===== config.mk =====
export PLATFORM = sky130hd
export DESIGN_NAME = ordered_array_insert_erase
export DESIGN_NICKNAME = d
export VERILOG_FILES = /design/src/design/oaie_pkg.sv /design/src/design/oaie_cell.sv /design/src/design/oaie_ctrl.sv /design/src/design/ordered_array_insert_erase.sv
export VERILOG_INCLUDE_DIRS = /design/src /design/src/design
export SDC_FILE = /design/constraint.sdc
export NUM_CORES = 1
export LEC_CHECK = 0
export BUFFER_PORTS_ARGS = -buffer_cell sky130_fd_sc_hd__buf_4
export CORE_UTILIZATION = 40
export DETAILED_ROUTE_END_ITERATION = 16
export MAX_ROUTING_LAYER = met4
export PLACE_DENSITY = 0.56
export SKIP_CTS_REPAIR_TIMING = 1
export SYNTH_ARGS = -nofsm -noshare
export SYNTH_HDL_FRONTEND = slang
export SYNTH_SLANG_ARGS = --single-unit

===== constraint.sdc =====
create_clock -name clk_i -period 7.6 [get_ports clk_i]
set_input_delay 1.14 -clock clk_i [delete_from_list [all_inputs] [get_ports clk_i]]
set_output_delay 1.14 -clock clk_i [all_outputs]
set_load 0.01 [all_outputs]

===== src/design/assert_macros.svh =====
// Concurrent assertion helpers, clocked on clk_i and disabled during reset.
`ifndef ASSERT_MACROS_SVH
`define ASSERT_MACROS_SVH

`define ASSERT_CLK(label, prop, msg) \
  label: assert property (@(posedge clk_i) disable iff (!rst_ni) prop) else $error(msg);

`define ASSERT_NEVER(label, prop, msg) \
  `ASSERT_CLK(label, !(prop), msg)

`endif


===== src/design/oaie_pkg.sv =====
`default_nettype none

package oaie_pkg;

  localparam int unsigned FUNC_W   = 3;
  localparam int unsigned INDEX_W  = 5;
  localparam int unsigned VALUE_W  = 32;
  localparam int unsigned COUNT_W  = 5;
  localparam int unsigned STATUS_W = 2;

  typedef enum logic [FUNC_W-1:0] {
    FUNC_APPEND = 3'd0,
    FUNC_DROP   = 3'd1,
    FUNC_INSERT = 3'd2,
    FUNC_ERASE  = 3'd3,
    FUNC_READ   = 3'd4
  } func_e;

  typedef enum logic [STATUS_W-1:0] {
    ST_OK    = 2'd0,
    ST_RANGE = 2'd1,
    ST_FULL  = 2'd2
  } status_e;

  typedef struct packed {
    logic write;
    logic up;
    logic down;
    logic read;
  } cell_cmd_t;

endpackage

`default_nettype wire


===== src/design/oaie_cell.sv =====
`default_nettype none

module oaie_cell #(
  parameter int unsigned ELEM_WIDTH = 32,
  parameter int unsigned AW         = 4,
  parameter int unsigned SLOT       = 0
) (
  input  wire logic                 clk_i,
  input  wire oaie_pkg::cell_cmd_t  cmd_i,
  input  wire logic [AW-1:0]        pos_i,
  input  wire logic [ELEM_WIDTH-1:0] value_i,
  input  wire logic [ELEM_WIDTH-1:0] left_i,
  input  wire logic [ELEM_WIDTH-1:0] right_i,
  output logic      [ELEM_WIDTH-1:0] data_o
);

  import oaie_pkg::*;

  localparam logic [AW-1:0] SLOT_P = AW'(SLOT);

  logic [ELEM_WIDTH-1:0] data_q;
  logic [ELEM_WIDTH-1:0] data_d;
  logic                  at_pos;
  logic                  above;

  assign at_pos = (pos_i == SLOT_P);
  assign above  = (SLOT_P > pos_i);

  always_comb begin
    priority if (cmd_i.write && at_pos) begin
      data_d = value_i;
    end else if (cmd_i.up && above) begin
      data_d = left_i;
    end else if (cmd_i.down && (above || at_pos)) begin
      data_d = right_i;
    end else begin
      data_d = data_q;
    end
  end

  always_ff @(posedge clk_i) begin
    data_q <= data_d;
  end

  assign data_o = data_q;

endmodule

`default_nettype wire


===== src/design/oaie_ctrl.sv =====
`default_nettype none
`include "assert_macros.svh"

module oaie_ctrl #(
  parameter int unsigned CAPACITY = 16,
  localparam int unsigned CW = $clog2(CAPACITY + 1),
  localparam int unsigned AW = $clog2(CAPACITY)
) (
  input  wire logic                          clk_i,
  input  wire logic                          rst_ni,
  input  wire logic                          accept_i,
  input  wire logic [oaie_pkg::FUNC_W-1:0]   func_i,
  input  wire logic [oaie_pkg::INDEX_W-1:0]  index_i,
  output oaie_pkg::cell_cmd_t                cmd_o,
  output logic      [AW-1:0]                 pos_o,
  output logic      [CW-1:0]                 count_next_o,
  output oaie_pkg::status_e                  status_o
);

  import oaie_pkg::*;

  localparam int unsigned   CMPW     = (CW > INDEX_W) ? CW : INDEX_W;
  localparam logic [CW-1:0] FULL_CNT = CW'(CAPACITY);

  logic [CW-1:0]   count_q;
  logic [CW-1:0]   count_d;
  logic [CMPW-1:0] idx_x;
  logic [CMPW-1:0] cnt_x;
  logic            full;
  cell_cmd_t       cmd;
  status_e         status;

  assign idx_x = CMPW'(index_i);
  assign cnt_x = CMPW'(count_q);
  assign full  = (count_q == FULL_CNT);

  always_comb begin
    cmd     = '0;
    pos_o   = '0;
    count_d = count_q;
    status  = ST_OK;
    unique case (func_e'(func_i))
      FUNC_APPEND: begin
        if (full) begin
          status = ST_FULL;
        end else begin
          cmd.write = 1'b1;
          pos_o     = AW'(count_q);
          count_d   = count_q + 1'b1;
        end
      end
      FUNC_DROP: begin
        if (count_q != '0) begin
          count_d = count_q - 1'b1;
        end
      end
      FUNC_INSERT: begin
        if (idx_x > cnt_x) begin
          status = ST_RANGE;
        end else if (full) begin
          status = ST_FULL;
        end else begin
          cmd.write = 1'b1;
          cmd.up    = 1'b1;
          pos_o     = AW'(index_i);
          count_d   = count_q + 1'b1;
        end
      end
      FUNC_ERASE: begin
        if (idx_x >= cnt_x) begin
          status = ST_RANGE;
        end else begin
          cmd.down = 1'b1;
          pos_o    = AW'(index_i);
          count_d  = count_q - 1'b1;
        end
      end
      FUNC_READ: begin
        if (idx_x >= cnt_x) begin
          status = ST_RANGE;
        end else begin
          cmd.read = 1'b1;
          pos_o    = AW'(index_i);
        end
      end
      default: begin
      end
    endcase
  end

  assign cmd_o        = accept_i ? cmd : '0;
  assign count_next_o = count_d;
  assign status_o     = status;

  always_ff @(posedge clk_i or negedge rst_ni) begin
    if (!rst_ni) begin
      count_q <= '0;
    end else if (accept_i) begin
      count_q <= count_d;
    end
  end

  `ASSERT_CLK(a_count_bound, count_q <= FULL_CNT, "count above capacity")
  `ASSERT_NEVER(a_shift_both, cmd_o.up && cmd_o.down, "shift up and down together")
  `ASSERT_CLK(a_write_grows, cmd_o.write |=> count_q == $past(count_q) + 1'b1, "write without growth")

endmodule

`default_nettype wire


===== src/design/ordered_array_insert_erase.sv =====
// Channel  Direction  Handshake               Payload
// in       sink       in_valid_i / in_stall_o  func_i, index_i, value_i
// out      source     out_valid_o / out_stall_i read_value_o, status_o, count_o, is_empty_o
//
// One item per cycle while in_stall_o is low; its result appears in the cycle after acceptance.
// The cells at and above the position shift in parallel on acceptance, so insert and erase cost the same as append.
// The next item sees the state left by the previous one with no gap.
// Reset clears the count and the output valid flag; cell contents and output data registers stay undefined.
// A held result stalls the input only while out_stall_i is high.
`default_nettype none
`include "assert_macros.svh"

module ordered_array_insert_erase #(
  parameter int unsigned CAPACITY   = 16,
  parameter int unsigned ELEM_WIDTH = 32
) (
  input  wire logic                                 clk_i,
  input  wire logic                                 rst_ni,
  input  wire logic                                 in_valid_i,
  output logic                                      in_stall_o,
  input  wire logic        [oaie_pkg::FUNC_W-1:0]   func_i,
  input  wire logic        [oaie_pkg::INDEX_W-1:0]  index_i,
  input  wire logic signed [oaie_pkg::VALUE_W-1:0]  value_i,
  output logic                                      out_valid_o,
  input  wire logic                                 out_stall_i,
  output logic signed      [oaie_pkg::VALUE_W-1:0]  read_value_o,
  output logic             [oaie_pkg::STATUS_W-1:0] status_o,
  output logic             [oaie_pkg::COUNT_W-1:0]  count_o,
  output logic                                      is_empty_o
);

  import oaie_pkg::*;

  localparam int unsigned CW = $clog2(CAPACITY + 1);
  localparam int unsigned AW = $clog2(CAPACITY);

  logic                  accept;
  cell_cmd_t             cmd;
  logic [AW-1:0]         pos;
  logic [CW-1:0]         count_next;
  status_e               status;
  logic [ELEM_WIDTH-1:0] elem_in;
  logic [ELEM_WIDTH-1:0] data   [CAPACITY];
  logic [ELEM_WIDTH-1:0] elem_sel;
  logic [VALUE_W-1:0]    rd_ext;

  logic                  out_valid_q;
  logic [VALUE_W-1:0]    read_value_q;
  status_e               status_q;
  logic [COUNT_W-1:0]    count_q;
  logic                  empty_q;

  assign in_stall_o = out_valid_q && out_stall_i;
  assign accept     = in_valid_i && !in_stall_o;
  assign elem_in    = ELEM_WIDTH'($unsigned(value_i));

  oaie_ctrl #(
    .CAPACITY(CAPACITY)
  ) u_ctrl (
    .clk_i       (clk_i),
    .rst_ni      (rst_ni),
    .accept_i    (accept),
    .func_i      (func_i),
    .index_i     (index_i),
    .cmd_o       (cmd),
    .pos_o       (pos),
    .count_next_o(count_next),
    .status_o    (status)
  );

  for (genvar k = 0; k < CAPACITY; k++) begin : g_cell
    logic [ELEM_WIDTH-1:0] left;
    logic [ELEM_WIDTH-1:0] right;
    if (k == 0) begin : g_first
      assign left = data[k];
    end else begin : g_mid_l
      assign left = data[k-1];
    end
    if (k == CAPACITY - 1) begin : g_last
      assign right = data[k];
    end else begin : g_mid_r
      assign right = data[k+1];
    end
    oaie_cell #(
      .ELEM_WIDTH(ELEM_WIDTH),
      .AW        (AW),
      .SLOT      (k)
    ) u_cell (
      .clk_i  (clk_i),
      .cmd_i  (cmd),
      .pos_i  (pos),
      .value_i(elem_in),
      .left_i (left),
      .right_i(right),
      .data_o (data[k])
    );
  end

  always_comb begin
    elem_sel = '0;
    for (int k = 0; k < CAPACITY; k++) begin
      if (pos == AW'(k)) begin
        elem_sel = data[k];
      end
    end
  end

  if (ELEM_WIDTH >= VALUE_W) begin : g_wide
    assign rd_ext = elem_sel[VALUE_W-1:0];
  end else begin : g_narrow
    assign rd_ext = {{(VALUE_W - ELEM_WIDTH){elem_sel[ELEM_WIDTH-1]}}, elem_sel};
  end

  always_ff @(posedge clk_i or negedge rst_ni) begin
    if (!rst_ni) begin
      out_valid_q <= 1'b0;
    end else if (accept) begin
      out_valid_q <= 1'b1;
    end else if (!out_stall_i) begin
      out_valid_q <= 1'b0;
    end
  end

  always_ff @(posedge clk_i) begin
    if (accept) begin
      read_value_q <= cmd.read ? rd_ext : '0;
      status_q     <= status;
      count_q      <= COUNT_W'(count_next);
      empty_q      <= (count_next == '0);
    end
  end

  assign out_valid_o  = out_valid_q;
  assign read_value_o = read_value_q;
  assign status_o     = status_q;
  assign count_o      = count_q;
  assign is_empty_o   = empty_q;

  `ASSERT_CLK(a_out_after_accept, accept |=> out_valid_o, "accepted item left no result")
  `ASSERT_CLK(a_err_reads_zero, out_valid_o && status_o != ST_OK |-> read_value_o == '0, "nonzero read on error")

endmodule

`default_nettype wire


==> impl_results.md <==
* Share of post-route cells with drive strength above 1 at 14.59%
* Root Buffer: clkbuf_16
* Most used DFF post-synth: edfxtp_1
* CTS tree: built
* Synthesis-to-finish area growth at 12.29%
* First-iteration detailed-routing DRC count at 3375
* Count of warnings emitted by yosys at 0
* Maximum clock skew at final layout at 0.02716 ns
* # nets final at 3270
* Floorplan core area at 82240 um2
* Type of destination of the critical path: flip-flop
* TritonCTS Buffers at 69
* Number of buffer cells added on primary ports at 85
* Number of sinks handled by clock tree synthesis at 558
* Post-synthesis sequential element count at 558
* GR Util All Layers at 34.53%
* Global-route wire length before repair at 205.8 mm
* Final setup violation count at 0
* Overall routed net length at 144.6 mm
* Distinct cells, synth at 91
* Worst slew pin tran at 1.392 ns
* Antenna violations before repair at 6
* Required time of the critical path at 7.94 ns
* Run status: finished clean
* Final Instance Count excl. Fillers at 4346
* Type of origin of the critical path: flip-flop
* Kind of critical path: reg2reg
* Horizontal die dimension at 290.7 um
* Asr flop ratio synth at 1.075%
* Number of enable flip-flop cells after synthesis at 552
* Maximum number of pins on one net before global-route repair at 65
* Worst min-delay path class: in2async
* Clock latency at the later pin of the worst-skew pair at 0.63 ns
* Synth Area per Inst at 10.32 um2
* Maximum clock rate at 173.2 MHz
* Most frequent standard cell in the layout excluding fill and tap cells: edfxtp_1
* Cell leakage power at 13.00 nW
* Post-DRT Antenna Nets at 0
* Final hold violation count at 0
* Overflow left after global routing at 0
* Sequential area share after synthesis at 50.18%
* Count of final max-slew check failures at 0
* Fin crit period at 5.773 ns
* Total I/O pin count at 86
* Post-DP HPWL at 96.89 mm
* Sum of negative setup slack at 0 ns
* Clock Pin Slew Worst Setup and Hold Paths at 0.06 ns
* Number of vias in the routed layout at 28491
* H-tree Lvls at 3
* Vias in the first global route at 27778
* Worst Hold Slack at 0.3239 ns
* Worst Path Arrival at 6.11 ns
* Detailed-router iteration count before antenna repair at 8
* Setup repair after global routing missed its margin: false
* Total of fill cells in the finished design at 7728
* Placement Cell Area at 35210 um2
* Number of placed instances, taps included at 4215
* Initial Util at 40.53%
* Power per cell area at 245.6 nW/um2
* Maximum root-to-sink buffer count at 3
* Gpl congestion at 0.9750
* Headroom to the max-slew limit at 4.775%
* Post-Syn Area at 33330 um2
* Synth Net Count at 3284
* Maximum ir drop on the vdd rail at 0.0001655 V
* Vertical extent of the die at 290.7 um
* Post-route standard cell area excluding fillers at 37420 um2
* Register-to-register setup slack at 1.83 ns
* Max FO, Critical Path at 14
* Commonest cells after routing, fill and taps aside: edfxtp_1 (552), nand2_1 (430), mux2i_1 (409)
* Average wire per cell in the routed design at 33.28 um
* # rows at 105
* Floorplan die area at 84480 um2
* Max capacitance violation total at 0
* Via density per instance at 6.556
* Final routed DRC violation total at 0
* Share of the clock period used by the worst path after layout at 75.97%
* Mapped Cells at 3231
## cell type report
class | instances | area, um2 | area share (%)
timing repair buffer | 196 | 1529 | 4.085
antenna | 7 | 17.52 | 0.04681
sequential | 558 | 16730 | 44.69
multi-input combinational | 2374 | 15570 | 41.62
inverter | 18 | 70.07 | 0.1872
clock buffer | 85 | 1829 | 4.888
clock inverter | 38 | 339.1 | 0.9060
tap | 1070 | 1339 | 3.577
## final timing paths
kind,startpoint,end,cells after the start
worst max-delay path,u_ctrl.cnt_x[2],read_value_o[26],12
worst min-delay path,rst_ni,out_valid_o,1
worst max register to register,u_ctrl.cnt_x[2],read_value_o[26],12
worst min register to register,g_cell[1].u_cell.data_o[24],g_cell[0].u_cell.data_o[24],1
max in group asynchronous,rst_ni,u_ctrl.cnt_x[0],1
min in group clk_i,g_cell[1].u_cell.data_o[24],g_cell[0].u_cell.data_o[24],1
## layer usage
metal	up-vias	global-route usage (%)	routed length, um
met5	-	-	0
met4	0	21.19	10820
met3	478	6.187	12430
met2	1802	52.91	65410
met1	14036	42.40	55960
li1	12175	-	-
## per-stage QoR
step	setup WS, ns	total power, mW	util [%]
after floorplan	1.347	4.950	-
after global placement	1.548	5.857	42.81
after detailed placement	1.508	5.884	42.81
after CTS	1.948	9.151	45.45
after global routing	1.775	9.406	45.50
final	1.827	9.192	45.51
## worst max-delay path: stages (launching register included)
cell and delay [ns]:
dfrtp_1 0.57, inv_1 0.19, ha_1 0.35, a21oi_1 0.28, o221ai_2 0.30, a222oi_1 1.18, nor2_1 0.08, buf_4 0.29
nand2_1 0.52, o211ai_1 0.18, a2111oi_0 1.21, buf_4 0.25, o22ai_1 0.08
## sequential cells by signal (all words and copies together) (netlist names)
signal and count:
g_cell.u_cell.data_o 512, read_value_o 32, count_o 5, u_ctrl.cnt_x 5
status_o 2, is_empty_o 1, out_valid_o 1
## Yosys cell counts, drive strengths merged (7+ instances only)
library cell | number | area (um2)
a2111oi | 12 | 105.1
a211o | 7 | 61.31
a211oi | 28 | 220.2
a21o | 31 | 232.7
a21oi | 261 | 1348
a221o | 14 | 140.1
a221oi | 9 | 85.08
a222oi | 8 | 80.08
a22o | 35 | 306.5
a22oi | 55 | 417.9
a2bb2oi | 8 | 70.07
a31oi | 47 | 294.0
a32o | 9 | 91.34
and3 | 14 | 87.58
buf | 150 | 844.6
clkbuf | 131 | 491.7
edfxtp | 552 | 16580
ha | 9 | 112.6
inv | 18 | 70.07
mux2 | 90 | 1013
mux2i | 409 | 4094
nand2 | 444 | 1689
nand3 | 72 | 382.9
nand4 | 13 | 87.58
nor2 | 304 | 1171
nor3 | 43 | 292.8
nor4 | 10 | 77.57
o211ai | 17 | 137.6
o21ai | 299 | 1526
o221a | 11 | 123.9
o221ai | 26 | 257.8
o22ai | 20 | 125.1
o2bb2ai | 10 | 87.58
or3 | 8 | 50.05
## cell families (layout without fill, tap and decap cells)
kind of cell / after synthesis / count (layout) / synth area share (%)
buffers and inverters: 299 / 337 / 4.220
other: 0 / 7 / 0
muxes: 499 / 499 / 15.32
adders and majority gates: 9 / 9 / 0.3379
DFF: 558 / 558 / 50.18
and+or+nand+nor: 924 / 924 / 11.89
AOI/OAI and AO/OA: 942 / 942 / 18.05
## power breakdown
| part | total [mW] | switching (mW) | internal, mW | leakage [nW] |
|---|---|---|---|---|
| sequential | 3.83 | 0.197 | 3.63 | 5.10 |
| combinational | 2.07 | 1.44 | 0.632 | 6.84 |
| clock | 3.29 | 1.38 | 1.91 | 1.06 |
Power figures use the tool's default switching activity.
